### src/rtl/core/bq_pkg.sv
`default_nettype none
package bq_pkg;

	localparam int QUEUE_DEPTH_DEF = 16;

	localparam logic [4:0] LIMIT_RST = 5'd16;

	localparam logic [47:0] MAX48 = 48'hFFFF_FFFF_FFFF;

	localparam logic REG_QUEUE_LIMIT = 1'b0;

	typedef struct packed {
		logic        en;
		logic        joined;
		logic        rejected;
		logic        served;
		logic [47:0] len;
		logic [31:0] wait_ticks;
	} stat_upd_t;

endpackage
`default_nettype wire

### src/rtl/core/bq_store.sv
`default_nettype none
module bq_store #(
	parameter int QUEUE_DEPTH = bq_pkg::QUEUE_DEPTH_DEF,
	parameter int AW = (QUEUE_DEPTH > 1) ? $clog2(QUEUE_DEPTH) : 1
) (
	input  wire logic          clk,
	input  wire logic          wr_en,
	input  wire logic [AW-1:0] wr_addr,
	input  wire logic [31:0]   wr_arr,
	input  wire logic [3:0]    wr_svc,
	input  wire logic          rd_en,
	input  wire logic [AW-1:0] rd_addr,
	output logic      [31:0]   rd_arr,
	output logic      [3:0]    rd_svc
);

	logic [35:0] mem [QUEUE_DEPTH];

	always_ff @(posedge clk) begin
		if (wr_en) begin
			mem[wr_addr] <= {wr_svc, wr_arr};
		end
	end

	always_ff @(posedge clk) begin
		if (rd_en) begin
			{rd_svc, rd_arr} <= mem[rd_addr];
		end
	end

endmodule
`default_nettype wire

### src/rtl/core/bq_stats.sv
`default_nettype none
module bq_stats (
	input  wire logic              clk,
	input  wire logic              arst_n,
	input  wire bq_pkg::stat_upd_t upd,
	output logic [31:0]            total_joined,
	output logic [31:0]            total_served,
	output logic [31:0]            total_turned_away,
	output logic [47:0]            sum_queue_length,
	output logic [47:0]            sum_wait
);

	logic [31:0] joined_q;
	logic [31:0] served_q;
	logic [31:0] rejected_q;
	logic [47:0] len_sum_q;
	logic [47:0] wait_sum_q;
	logic [48:0] len_add;
	logic [48:0] wait_add;

	assign len_add  = {1'b0, len_sum_q} + {1'b0, upd.len};
	assign wait_add = {1'b0, wait_sum_q} + {17'd0, upd.wait_ticks};

	always_ff @(posedge clk or negedge arst_n) begin
		if (!arst_n) begin
			joined_q   <= '0;
			served_q   <= '0;
			rejected_q <= '0;
			len_sum_q  <= '0;
			wait_sum_q <= '0;
		end else if (upd.en) begin
			if (upd.joined && joined_q != '1) begin
				joined_q <= joined_q + 32'd1;
			end
			if (upd.served && served_q != '1) begin
				served_q <= served_q + 32'd1;
			end
			if (upd.rejected && rejected_q != '1) begin
				rejected_q <= rejected_q + 32'd1;
			end
			len_sum_q  <= len_add[48] ? bq_pkg::MAX48 : len_add[47:0];
			wait_sum_q <= wait_add[48] ? bq_pkg::MAX48 : wait_add[47:0];
		end
	end

	assign total_joined      = joined_q;
	assign total_served      = served_q;
	assign total_turned_away = rejected_q;
	assign sum_queue_length  = len_sum_q;
	assign sum_wait          = wait_sum_q;

endmodule
`default_nettype wire

### src/rtl/core/bounded_queue_single_server_stats.sv
// accepted words and the head entry read are registered, then so is the result word
// in_stall holds off a new word until its result is calculated; a result
// waiting on out_stall holds the next word in calculation, stalling the input
// reset: arst_n clears pointers, counters, countdown, totals and queue_limit (16)
// the entry store is not cleared; entries are only read after being written
`default_nettype none
module bounded_queue_single_server_stats #(
	parameter int QUEUE_DEPTH = bq_pkg::QUEUE_DEPTH_DEF
) (
	input  wire logic        clk,
	input  wire logic        arst_n,
	input  wire logic        psel,
	input  wire logic        penable,
	input  wire logic        pwrite,
	input  wire logic [2:0]  paddr,
	input  wire logic [31:0] pwdata,
	output logic      [31:0] prdata,
	output logic             pready,
	input  wire logic        in_valid,
	output logic             in_stall,
	input  wire logic        arrival,
	input  wire logic [3:0]  service_ticks,
	output logic             out_valid,
	input  wire logic        out_stall,
	output logic             joined,
	output logic             turned_away,
	output logic             began_service,
	output logic      [31:0] wait_of_begun,
	output logic      [4:0]  queue_length,
	output logic      [3:0]  busy_left,
	output logic      [31:0] total_joined,
	output logic      [31:0] total_served,
	output logic      [31:0] total_turned_away,
	output logic      [47:0] sum_queue_length,
	output logic      [47:0] sum_wait
);

	localparam int AW = (QUEUE_DEPTH > 1) ? $clog2(QUEUE_DEPTH) : 1;
	localparam int CW = $clog2(QUEUE_DEPTH + 1);
	localparam logic [AW-1:0] LAST_IDX = AW'(QUEUE_DEPTH - 1);
	localparam logic [CW-1:0] FULL_CNT = CW'(QUEUE_DEPTH);

	localparam logic ST_IDLE = 1'b0;
	localparam logic ST_CALC = 1'b1;

	logic          st_q;
	logic [4:0]    limit_q;
	logic [AW-1:0] head_q;
	logic [AW-1:0] tail_q;
	logic [CW-1:0] count_q;
	logic [3:0]    busy_q;
	logic [31:0]   tick_q;

	logic          arr_s1;
	logic [3:0]    svc_s1;

	logic          out_valid_q;
	logic          joined_q;
	logic          rejected_q;
	logic          began_q;
	logic [31:0]   wait_q;
	logic [4:0]    qlen_q;
	logic [3:0]    busy_left_q;

	logic          in_acc;
	logic          cfg_wr;
	logic          calc_go;
	logic          full;
	logic          join_c;
	logic          rej_c;
	logic [CW-1:0] cnt1;
	logic [CW-1:0] cnt2;
	logic          serve;
	logic          fwd;
	logic [31:0]   rd_arr;
	logic [3:0]    rd_svc;
	logic [31:0]   hd_arr;
	logic [3:0]    hd_svc;
	logic [31:0]   wait_c;
	logic [3:0]    busy_new;
	logic [3:0]    busy_dec;

	bq_pkg::stat_upd_t upd;

	// config port
	assign pready = 1'b1;
	assign cfg_wr = psel && penable && pwrite && pready;
	assign prdata = (paddr[2] == bq_pkg::REG_QUEUE_LIMIT) ? {27'd0, limit_q} : 32'd0;

	always_ff @(posedge clk or negedge arst_n) begin
		if (!arst_n) begin
			limit_q <= bq_pkg::LIMIT_RST;
		end else if (cfg_wr && paddr[2] == bq_pkg::REG_QUEUE_LIMIT) begin
			limit_q <= pwdata[4:0];
		end
	end

	// handshake
	assign in_stall = (st_q != ST_IDLE);
	assign in_acc   = in_valid && !in_stall;
	assign calc_go  = (st_q == ST_CALC) && (!out_valid_q || !out_stall);

	always_ff @(posedge clk or negedge arst_n) begin
		if (!arst_n) begin
			st_q <= ST_IDLE;
		end else begin
			case (st_q)
				ST_IDLE: begin
					if (in_acc) begin
						st_q <= ST_CALC;
					end
				end
				ST_CALC: begin
					if (calc_go) begin
						st_q <= ST_IDLE;
					end
				end
				default: begin
					st_q <= ST_IDLE;
				end
			endcase
		end
	end

	always_ff @(posedge clk) begin
		if (in_acc) begin
			arr_s1 <= arrival;
			svc_s1 <= service_ticks;
		end
	end

	// tick update
	assign full   = (32'(count_q) >= 32'(limit_q)) || (count_q == FULL_CNT);
	assign join_c = arr_s1 && !full;
	assign rej_c  = arr_s1 && full;
	assign cnt1   = count_q + CW'(join_c);
	assign serve  = (busy_q == 4'd0) && (cnt1 != '0);
	assign cnt2   = cnt1 - CW'(serve);

	// empty queue: the head is this tick's own arrival
	assign fwd    = (count_q == '0);
	assign hd_arr = fwd ? tick_q : rd_arr;
	assign hd_svc = fwd ? svc_s1 : rd_svc;

	assign wait_c   = serve ? (tick_q - hd_arr) : 32'd0;
	assign busy_new = serve ? hd_svc : busy_q;
	assign busy_dec = (busy_new != 4'd0) ? (busy_new - 4'd1) : 4'd0;

	always_ff @(posedge clk or negedge arst_n) begin
		if (!arst_n) begin
			head_q  <= '0;
			tail_q  <= '0;
			count_q <= '0;
			busy_q  <= '0;
			tick_q  <= '0;
		end else if (calc_go) begin
			if (serve) begin
				head_q <= (head_q == LAST_IDX) ? '0 : head_q + AW'(1);
			end
			if (join_c) begin
				tail_q <= (tail_q == LAST_IDX) ? '0 : tail_q + AW'(1);
			end
			count_q <= cnt2;
			busy_q  <= busy_dec;
			tick_q  <= tick_q + 32'd1;
		end
	end

	bq_store #(
		.QUEUE_DEPTH(QUEUE_DEPTH),
		.AW         (AW)
	) u_store (
		.clk    (clk),
		.wr_en  (calc_go && join_c),
		.wr_addr(tail_q),
		.wr_arr (tick_q),
		.wr_svc (svc_s1),
		.rd_en  (in_acc),
		.rd_addr(head_q),
		.rd_arr (rd_arr),
		.rd_svc (rd_svc)
	);

	assign upd.en         = calc_go;
	assign upd.joined     = join_c;
	assign upd.rejected   = rej_c;
	assign upd.served     = serve;
	assign upd.len        = 48'(cnt2);
	assign upd.wait_ticks = wait_c;

	bq_stats u_stats (
		.clk              (clk),
		.arst_n           (arst_n),
		.upd              (upd),
		.total_joined     (total_joined),
		.total_served     (total_served),
		.total_turned_away(total_turned_away),
		.sum_queue_length (sum_queue_length),
		.sum_wait         (sum_wait)
	);

	// result word
	always_ff @(posedge clk or negedge arst_n) begin
		if (!arst_n) begin
			out_valid_q <= 1'b0;
		end else if (calc_go) begin
			out_valid_q <= 1'b1;
		end else if (!out_stall) begin
			out_valid_q <= 1'b0;
		end
	end

	always_ff @(posedge clk) begin
		if (calc_go) begin
			joined_q    <= join_c;
			rejected_q  <= rej_c;
			began_q     <= serve;
			wait_q      <= wait_c;
			qlen_q      <= 5'(cnt2);
			busy_left_q <= busy_dec;
		end
	end

	assign out_valid     = out_valid_q;
	assign joined        = joined_q;
	assign turned_away   = rejected_q;
	assign began_service = began_q;
	assign wait_of_begun = wait_q;
	assign queue_length  = qlen_q;
	assign busy_left     = busy_left_q;

endmodule
`default_nettype wire
### config.mk
export PLATFORM = sky130hd
export DESIGN_NAME = bounded_queue_single_server_stats
export DESIGN_NICKNAME = d
export VERILOG_FILES = /design/src/rtl/core/bq_pkg.sv /design/src/rtl/core/bq_store.sv /design/src/rtl/core/bq_stats.sv /design/src/rtl/core/bounded_queue_single_server_stats.sv
export SDC_FILE = /design/constraint.sdc
export NUM_CORES = 1
export LEC_CHECK = 0
export ABC_CLOCK_PERIOD_IN_PS = 6550
export BUFFER_PORTS_ARGS = -buffer_cell sky130_fd_sc_hd__buf_4
export CAP_MARGIN = 0
export CORE_ASPECT_RATIO = 1.4
export CORE_MARGIN = 2
export CORE_UTILIZATION = 55
export CTS_CLUSTER_DIAMETER = 40
export DETAILED_ROUTE_END_ITERATION = 10
export GPL_ROUTABILITY_DRIVEN = 0
export HOLD_SLACK_MARGIN = 0.15
export PLACE_DENSITY_LB_ADDON = 0.25
export SYNTH_ARGS = -nofsm -noshare
export SYNTH_HDL_FRONTEND = slang
export SYNTH_HIERARCHICAL = 1
export SYNTH_SLANG_ARGS = --single-unit
### constraint.sdc
create_clock -name clk -period 6.55 [get_ports clk]
set_input_delay 0.655 -clock clk [delete_from_list [all_inputs] [get_ports clk]]
set_output_delay 0.655 -clock clk [all_outputs]
set_load 0.05 [all_outputs]
# --- Yosys cells after proc, flatten, opt, wreduce, memory -nomap -nowiden ---
# Memories as Yosys holds them, arrays and structs flattened. A register that Yosys moved wholly into a read port is not among the register bits.
# Cells that the tools add are included.
# Widths: inputs -> output; s select.
word_totals:
  register_bits: 297
  ramBits: 576
  input_bits: 47
  output_inout_bits: 271
  word_cells: 88
  mem_count: 1
classes:
  addsub: 12
  order_cmp: 1
  eq_ne: 7
  n_mux: 17
  n_bitwise: 2
  reduce_logical: 27
memory_table:
  columns: ["name", "depth", "width", "rd", "rd_clocked_by_memory_dff", "write_ports", "line", "text"]
  rows:
  - ["u_store.mem", 16, 36, 1, 1, 1, "bq_store.sv:17", "logic [35:0] mem [QUEUE_DEPTH];"]
op_table:
  columns: ["operator", "n"]
  rows:
  - ["$add 32x1->32 const B", 4]
  - ["$mux 48", 2]
  - ["$ne 32x32->1 const B", 3]
  - ["$mux 32", 2]
  - ["$add 48x32->49", 1]
  - ["$add 48x5->49", 1]
  - ["$sub 32x32->32", 1]
  - ["$mux 4", 5]
  - ["$logic_and 1x1->1", 12]
  - ["$reduce_and 2->1", 5]
  - ["$add 4x1->4 const B", 2]
  - ["$eq 4x4->1 const B", 2]
  - ["$mux 1", 6]
  - ["$add 5x1->5", 1]
  - ["$eq 5x5->1 const B", 1]
  - ["$ge 5x5->1", 1]
  - ["$logic_not 5->1", 1]
  - ["$mux 5", 1]
  - ["$reduce_bool 5->1", 1]
  - ["$sub 5x1->5", 1]
  - ["$logic_not 1->1", 4]
  - ["$logic_not 4->1", 1]
  - ["$reduce_bool 4->1", 1]
  - ["$sub 4x1->4 const B", 1]
  - ["4 further kinds", 6]

# --- Depth between registers and ports, before layout ---
# Gate-level depths: netlist of the first run.
depth:
  word_depth: 10
  depth_mapped: 34
  depth_no_buf: 31

# --- By module ---
# Netlist of the first run, hierarchy kept.
by_module_without_submodules:
  columns: ["module", "n_inst", "cells_each", "area_each_um2", "seq_area_each_um2"]
  rows:
  - ["bq_store", 1, 938, 22679.3, 18377.6]
  - ["bq_stats", 1, 1321, 12374.4, 4804.6]
  - ["bounded_queue_single_server_stats", 1, 664, 6812.8, 2874.0]

# --- Least setup slack after synthesis of the first run ---
# Ideal clock, no wire load.
synth_timing:
  path_kind: "flip-flop to flip-flop"
  start: "register count_q[0]"
  end: "register u_stats.len_sum_q[41], in the netlist u_stats/sum_queue_length[41]"
  setup_time_ns: 0.122
  t_arrival_ns: 6.002
  required_ns: 6.428
  path_slack_ns: 0.426
  stages_incl_launch_ff: 33
  synth_period_minus_slack_ns: 6.124
  path_cell_list: "dfrtp_1 inv_1 ha_1 nand2b_1 a21o_1 a21o_1 a21oi_1 o21ai_0 nor2_1 ha_1 ha_1 and2_4 a21oi_2 o32ai_4 a21o_2 inv_2 buf_2 ha_1 ha_1 nor2_1 a31oi_1 a21oi_1 xnor2_1 ha_1 nand3_1 o211ai_1 nand3_1 a31oi_1 o21ai_1 o21ai_0 a31oi_1 or4_1 o2111a_1"
synth_between:
  elab_chain_len: 10
  elab_cells_between_ends: 11
  classes_between: "3 x add/sub; 1 x order compare; 1 x eq/ne; 1 x mux; 5 x reduce/logical"
synth_lines:
  columns: ["item", "line", "text"]
  rows:
  - ["start: declaration", "bounded_queue_single_server_stats.sv:50", "logic [CW-1:0] count_q;"]
  - ["start signal: assignment", "bounded_queue_single_server_stats.sv:163", "count_q <= cnt2;"]
  - ["$ge 5x5->1 / $eq 5x5->1 (equally long branches)", "bounded_queue_single_server_stats.sv:133", "assign full = (32'(count_q) >= 32'(limit_q)) || (count_q == FULL_CNT);"]
  - ["$logic_or 1x1->1 (*)", "bounded_queue_single_server_stats.sv:133", null]
  - ["$logic_not 1->1 (*)", "bounded_queue_single_server_stats.sv:134", "assign join_c = arr_s1 && !full;"]
  - ["$logic_and 1x1->1 (*)", "bounded_queue_single_server_stats.sv:134", null]
  - ["net join_c", "bounded_queue_single_server_stats.sv:69", "logic join_c;"]
  - ["$add 5x1->5 (*)", "bounded_queue_single_server_stats.sv:136", "assign cnt1 = count_q + CW'(join_c);"]
  - ["$reduce_bool 5->1 (*)", "bounded_queue_single_server_stats.sv:137", "assign serve = (busy_q == 4'd0) && (cnt1 != '0);"]
  - ["$logic_and 1x1->1 (*)", "bounded_queue_single_server_stats.sv:137", null]
  - ["net serve", "bounded_queue_single_server_stats.sv:73", "logic serve;"]
  - ["$sub 5x1->5 (*)", "bounded_queue_single_server_stats.sv:138", "assign cnt2 = cnt1 - CW'(serve);"]
  - ["net cnt2[4]", "bounded_queue_single_server_stats.sv:72", "logic [CW-1:0] cnt2;"]
  - ["$add 48x5->49 (*)", "bq_stats.sv:21", "assign len_add = {1'b0, len_sum_q} + {1'b0, upd.len};"]
  - ["$mux 48 (*)", "bq_stats.sv:41", "len_sum_q <= len_add[48] ? bq_pkg::MAX48 : len_add[47:0];"]
  - ["end signal: assignment", "bq_stats.sv:41", null]
  - ["end: declaration", "bq_stats.sv:16", "logic [47:0] len_sum_q;"]
# Mark *: on every way through the listed nets, which the timed path passes. The rest lies on a longest branch.
# A chain may end at the register's enable or synchronous reset.

# --- Worst setup path after layout of the first run ---
layout_timing:
  start: "register limit_q[0]"
  end: "register u_stats.len_sum_q[47], in the netlist u_stats/sum_queue_length[47]"
layout_between:
  elab_chain_len: 10
layout_lines:
  columns: ["item", "line", "text"]
  rows:
  - ["start: declaration", "bounded_queue_single_server_stats.sv:47", "logic [4:0] limit_q;"]
  - ["start signal: assignment", "bounded_queue_single_server_stats.sv:92", "limit_q <= bq_pkg::LIMIT_RST;"]
  - ["start signal: assignment", "bounded_queue_single_server_stats.sv:94", "limit_q <= pwdata[4:0];"]
  - ["$ge 5x5->1 (*)", "bounded_queue_single_server_stats.sv:133", null]
  - ["$logic_or 1x1->1 (*)", "bounded_queue_single_server_stats.sv:133", null]
  - ["$logic_not 1->1 (*)", "bounded_queue_single_server_stats.sv:134", null]
  - ["$logic_and 1x1->1 (*)", "bounded_queue_single_server_stats.sv:134", null]
  - ["net join_c", "bounded_queue_single_server_stats.sv:69", null]
  - ["$add 5x1->5 (*)", "bounded_queue_single_server_stats.sv:136", null]
  - ["$reduce_bool 5->1", "bounded_queue_single_server_stats.sv:137", null]
  - ["$logic_and 1x1->1", "bounded_queue_single_server_stats.sv:137", null]
  - ["$sub 5x1->5 (*)", "bounded_queue_single_server_stats.sv:138", null]
  - ["net cnt2[4]", "bounded_queue_single_server_stats.sv:72", null]
  - ["$add 48x5->49 (*)", "bq_stats.sv:21", null]
  - ["$mux 48 (*)", "bq_stats.sv:41", null]
# Marked as above.

==> flow_metrics.py, run 1 <==
metrics = {
    "route": {
        "met3_length_mm": 7.246,
        "topRoutingLayerUsed": "met4",
        "wl_met2_mm": 53.77,
        "avgRoutedWirePerCell_um": 24.23,
        "wl_met1_mm": 39.81,
        "drt_wl_total_mm": 105.1,
        "detail_route.drc_violations": 0,
        "drt_iter0_markers": 2176,
        "via_per_inst": 6.273,
        "dr.pass1.iters": 5,
        "antenna_left": 0,
        "vias": 27214,
    },
    "clocking": {
        "htreeDepth": 3,
        "cts_tree": "yes",
        "clkSinkCount": 909,
        "clock_latency_ps": 670,
        "cts_buffer_depth": 3,
        "clk_pin_slew_worst_paths_ps": 60,
        "ctsRootBufferMaster": "clkbuf_16",
        "numCtsBuffers": 94,
    },
    "floorplan": {
        "start_util_pct": 55.57,
        "fp.dieW_um": 237.2,
        "pin_count": 318,
        "fp.coreArea_um2": 75340,
        "die_h_um": 330.5,
        "rows": 119,
        "dieArea_um2": 78370,
    },
    "sta": {
        "tightest_slew_ps": 1112,
        "finClkSkew_ps": 26.50,
        "setup-tns-final_ps": 0,
        "setup_viol_count_final": 0,
        "finalMaxSlewViolations": 0,
        "hold_viol": 0,
        "fmax_mhz": 160.6,
        "maxSlewHeadroom_pct": 25.67,
        "finalCritPeriodShare_pct": 95.07,
        "period_minus_slack_ps": 6227,
    },
    "synthesis": {
        "synth_cell_types": 100,
        "syn_area_um2": 41870,
        "synth_flop_cell": "edfxtp_1",
        "netlist_top_cells_area": "edfxtp_1 (47%), dfrtp_1 (15%), mux4_2 (7.7%)",
        "synth-edff-count": 661,
        "synth.most_common_cell": "edfxtp_1",
        "synth_common_cells": "edfxtp_1 (661), dfrtp_1 (247), nand2_1 (208), nor2_1 (156), xnor2_1 (155)",
        "synth_largest_area_cell": "edfxtp_1",
        "async_reset_ff_share_pct": 27.28,
        "ys_seq_area_share_pct": 62.24,
        "yosys_warnings": 6,
        "yosysTopAreaCellShare_pct": 47.41,
        "synth_seq_cells": 909,
        "postSynthAreaPerCell_um2": 14.32,
        "synthCells": 2923,
    },
    "flow_run": {
        "max-cap-violations": 0,
    },
    "hold_path": {
        "hp-class": "input pin to register",
        "worstHoldStart": "pwdata[2]",
    },
    "pwr": {
        "seq_power_share_pct": 35.4,
        "p_per_area_nw_per_um2": 428.6,
        "p_leak_nw": 18.37,
        "internal-power_mw": 13.08,
        "switching_share_pct": 37.62,
        "pwr-share-comb_pct": 37.7,
        "pwr-share-clk_pct": 26.9,
        "switchingPower_mw": 7.887,
        "vdd_drop_max_v": 0.0003844,
    },
    "placement": {
        "dp_cells": 4142,
        "hpwl_mm": 65.98,
        "io_buffers": 260,
    },
    "global_routing": {
        "grt_pass1_vias": 27209,
        "antenna_found_initial": 0,
        "grt_max_degree": 149,
        "grt_pass1_wl_mm": 160.0,
        "gr-total-overflow": 0,
        "track_usage_pct": 26.63,
    },
    "layout": {
        "nNetsFinal": 3464,
        "area_delta_synth_final_pct": 16.83,
        "fill_cells": 5224,
        "instances_no_fill": 4338,
        "drive_gt1_share_pct": 22.34,
        "n_antenna_cell": 0,
    },
    "worst_setup_path": {
        "worstPathArrival_ps": 6800,
        "reg2reg_from": "limit_q[0]",
        "critPathLaunch": "limit_q[0]",
        "cp_slowest_stage_delay_ps": 470,
        "worstSetupPathType": "register to register",
        "r2r_slack_ps": 320,
        "cp-end-kind": "register",
        "setup.worst_path.start_class": "register",
        "cpMaxStageDelayCell": "o41ai_4",
        "required_ps": 7120,
        "cp_max_fo": 5,
    },
    "status": {
        "outcome": "complete, no violations",
    },
}
cells by family (layout without fill, tap and decap cells):
kind of cell             Yosys count  count (layout)  share of synthesized area, %
multiplexers                     205             205                         9.265
buffers and inverters            182             558                         2.203
AND/OR/NAND/NOR                  725             726                         8.697
XOR/XNOR                         208             208                         4.351
adder cells (fa/ha/maj)          129             129                         3.909
other                              2              71                       0.01794
AO/OA/AOI/OAI                    563             564                         9.321
flip-flops                       909             909                         62.24
path summary, 6_finish.rpt:
path | end | depth (start not counted)
min reg2reg | u_stats/total_served[30] | 1
max in group asynchronous | u_stats/total_turned_away[15] | 3
min | limit_q[2] | 2
min in group asynchronous | u_stats/total_served[6] | 2
max | u_stats/sum_queue_length[47] | 31
max reg2reg | u_stats/sum_queue_length[47] | 31
metrics by stage:
step	power [mW]	utilization, %	instance area, µm²	worst slack [ps]	hold WS, ps
2_1_floorplan	13.06	-	42130	426.4	359.4
3_3_place_gp	14.91	59.95	45160	39.49	478.9
3_5_place_dp	15.09	59.95	45160	-75.21	486.0
4_1_cts	20.79	64.49	48580	6.511	212.5
5_1_grt	21.91	64.93	48910	-36.80	223.8
6_report	20.96	64.93	48910	323.0	242.7
power by group through the flow:
| stage | registers (mW) | logic, mW | clock network [mW] |
|---|---|---|---|
| 2_1_floorplan | 8.46 | 4.60 | 0 |
| 3_3_place_gp | 7.49 | 7.41 | 0 |
| 3_5_place_dp | 7.53 | 7.56 | 0 |
| 4_1_cts | 7.42 | 7.62 | 5.74 |
| 5_1_grt | 7.49 | 8.46 | 5.95 |
| 6_report | 7.42 | 7.90 | 5.64 |
final cells by class:
| type | instances | area [µm²] | area share [%] |
|---|---|---|---|
| Multi-Input combinational cell | 1903 | 15560 | 31.81 |
| Clock inverter | 74 | 850.8 | 1.739 |
| Timing Repair Buffer | 325 | 2525 | 5.162 |
| Inverter | 55 | 211.5 | 0.4323 |
| Clock buffer | 104 | 2495 | 5.101 |
| Sequential cell | 909 | 26060 | 53.28 |
| Tap cell | 968 | 1211 | 2.476 |
cell usage in the layout (no fill, tap or decap), drive strengths merged, types with 18 or more instances in the layout:
| cell type | count |
|---|---|
| clkinv | 35 |
| edfxtp | 661 |
| o22a | 39 |
| a21oi | 156 |
| xnor2 | 155 |
| dfrtp | 247 |
| ha | 126 |
| conb | 71 |
| inv | 77 |
| nor2 | 158 |
| mux2 | 20 |
| a21o | 44 |
| nand4 | 46 |
| and4 | 21 |
| o211ai | 19 |
| a211oi | 24 |
| a22oi | 73 |
| o21bai | 19 |
| buf | 319 |
| clkbuf | 104 |
| mux2i | 41 |
| and2 | 22 |
| xor2 | 53 |
| mux4 | 144 |
| nor3 | 56 |
| nand3 | 98 |
| nand2 | 209 |
| nor2b | 18 |
| o21ai | 84 |
| and3 | 30 |
flip-flops by register name, indices dropped and copies added (netlist names), 5 cells and up:
signal                     cells
u_store/mem                  576
u_stats/sum_queue_length      48
u_stats/sum_wait              48
tick_q                        32
u_stats/total_joined          32
u_stats/total_served          32
u_stats/total_turned_away     32
u_store/rd_arr                32
wait_of_begun                 32
count_q                        5
limit_q                        5
queue_length                   5
layer usage:
metal	up-vias	track usage [%]
met5	-	0
met2	1228	46.45
met4	0	11.51
met3	263	3.342
met1	13727	33.84
li1	11996	-
repair_timing:
action,in CTS,in global routing
cloned,0,2
buffers inserted,0,10
pin swaps,0,14
endpoints found under the hold margin,95,0
hold buffers,6,0
resized for setup,3,40
setup endpoints to repair,28,95
worst max-delay path, delay by kind of cell, from the launching register on:
kind	cells	cell delay, ps
AO/OA/AOI/OAI	16	3240
XOR/XNOR	1	170
AND/OR/NAND/NOR	6	680
flip-flops	1	390
adder cells (fa/ha/maj)	6	1440
buffers and inverters	2	210
No activity file was read; power rests on OpenSTA's default activity.
==> inputs of run 2 (changes only) <==
- RECOVER_POWER: default -> 100
==> run 2 against run 1 <==
  * The flow now finishes with violations (capacitance limit, slew limit)
  * Final cell count unchanged
  * Via count about the same
  * Register-to-register slack got worse by 20 ps
  * First-iteration DRC count increased by 1.1%
==> flow_metrics.py, run 2 (synthesized netlist as in run 1, its figures left out) <==
metrics = {
    "status": {
        "outcome": "finished with violations",
        "violations": "capacitance limit, slew limit",
    },
    "layout": {
        "fill_cells": 5486,
        "multi_input_area_um2": 15550,
        "largest_reg_flops": 576,
        "layout_common_cells": "edfxtp_1 (661), dfrtp_1 (245), clkbuf_1 (239)",
        "layout_commonest_cell": "edfxtp_1",
        "n_antenna_cell": 0,
        "drive_gt1_share_pct": 15.34,
        "seq_area_um2": 26060,
        "top_register": "u_store/mem",
        "nNetsFinal": 3464,
        "area_delta_synth_final_pct": 14.66,
    },
    "sta": {
        "setup-tns-final_ps": 0,
        "tightest_slew_ps": 3196,
        "setup_viol_count_final": 0,
        "maxSlewHeadroom_pct": -113.1,
        "finalMaxSlewViolations": 359,
        "period_minus_slack_ps": 6243,
        "hold_viol": 0,
        "finalCritPeriodShare_pct": 95.31,
        "finClkSkew_ps": 24.76,
        "holdWs_ps": 242.7,
        "setup_ws_ps": 307.5,
        "fmax_mhz": 160.2,
    },
    "placement": {
        "place_ws_ps": -75.21,
        "hpwl_mm": 65.98,
        "io_buffers": 260,
    },
    "worst_setup_path": {
        "cp_max_fo": 15,
        "worstSetupPathType": "register to register",
        "required_ps": 7090,
        "worstPathArrival_ps": 6780,
        "cp-end-kind": "register",
        "setup.worst_path.start_class": "register",
        "r2r_slack_ps": 310,
    },
    "global_routing": {
        "grt_pass1_wl_mm": 160.0,
        "track_usage_pct": 26.63,
        "grt_pass1_vias": 27209,
        "grt_max_degree": 149,
        "gr-total-overflow": 0,
        "antenna_found_initial": 0,
    },
    "clocking": {
        "clkSinkCount": 909,
        "ctsRootBufferMaster": "clkbuf_16",
        "cts_tree": "yes",
        "cts_buffer_depth": 3,
        "clk_pin_slew_worst_paths_ps": 70,
        "htreeDepth": 3,
        "numCtsBuffers": 94,
        "clock_latency_ps": 670,
    },
    "route": {
        "drt_iter0_markers": 2199,
        "antenna_left": 0,
        "vias": 27196,
        "detail_route.drc_violations": 0,
        "drt_wl_total_mm": 105.5,
        "dr.pass1.iters": 5,
        "via_per_inst": 6.269,
        "avgRoutedWirePerCell_um": 24.32,
    },
    "floorplan": {
        "die_h_um": 330.5,
        "rows": 119,
        "dieArea_um2": 78370,
        "fp.coreArea_um2": 75340,
        "start_util_pct": 55.57,
        "fp.dieW_um": 237.2,
        "pin_count": 318,
    },
    "hold_path": {
        "hp-class": "input pin to register",
    },
    "pwr": {
        "vdd_drop_max_v": 0.0003849,
        "p_per_area_nw_per_um2": 431.4,
        "p_leak_nw": 17.45,
        "p_total_mw": 20.71,
    },
    "flow_run": {
        "max-cap-violations": 4,
    },
}
[run 2: final timing paths]
kind	start	to	cells after the start
worst max-delay path	count_q[1]	u_stats/sum_wait[46]	23
worst min-delay path	pwdata[2]	limit_q[2]	2
worst max register to register	count_q[1]	u_stats/sum_wait[46]	23
worst min register to register	u_stats/total_served[30]	u_stats/total_served[30]	1
max in group asynchronous	arst_n	u_stats/total_turned_away[17]	3
min in group asynchronous	arst_n	u_stats/total_served[6]	2
[run 2: report_power, final]
group / switching (mW) / internal [mW]
logic: 4.95 / 2.69
registers: 0.568 / 6.85
clock network: 2.38 / 3.26
total: 7.90 / 12.8
[run 2: layer usage]
metal | wire length, µm | up-vias | part of all wire [%] | global-route usage (%)
met5 | 0 | - | 0 | 0
li1 | - | 11989 | - | -
met1 | 40100 | 13697 | 38 | 33.84
met4 | 4387 | 0 | 4.2 | 11.51
met3 | 7464 | 254 | 7.1 | 3.342
met2 | 53540 | 1256 | 51 | 46.45
[run 2: layout make-up]
cell class                      count  share of cell area (%)
Sequential cell                   909                   54.30
Multi-Input combinational cell   1903                   32.40
Clock inverter                     74                   1.772
Inverter                           55                  0.4327
Clock buffer                      104                   5.197
Tap cell                          968                   2.523
Timing Repair Buffer              325                   3.375
[run 2: stage by stage]
step	utilization (%)	area [µm²]	cells
final	63.72	48000	4338
after global routing	63.72	48000	4338
after CTS	64.49	48580	4326
after detailed placement	59.95	45160	4142
after global placement	59.95	45160	4142
after floorplan	-	42130	2992
[run 2: what timing repair did]
item,4_1_cts,5_1_grt
setup buffers,0,10
hold buffers,6,0
pin swaps,0,14
gates resized for setup,3,40
hold endpoints to repair,95,0
endpoints found under the setup margin,28,95
gates cloned,0,2
[run 2: worst max-delay path, stage by stage (launching register included)]
cell	delay, ps
dfrtp_1	400
buf_4	170
nor4_4	270
and2b_4	340
mux2i_1	310
ha_1	280
nor2b_1	140
o31a_1	290
o311a_1	440
o31ai_2	370
a21oi_1	140
o21a_1	190
nor3_1	320
ha_1	270
nand2_1	120
o21ai_0	280
a21oi_1	130
nor2_1	200
o31ai_4	130
a21oi_2	320
nor4b_4	80
buf_4	200
nor4_1	330
mux2_2	380
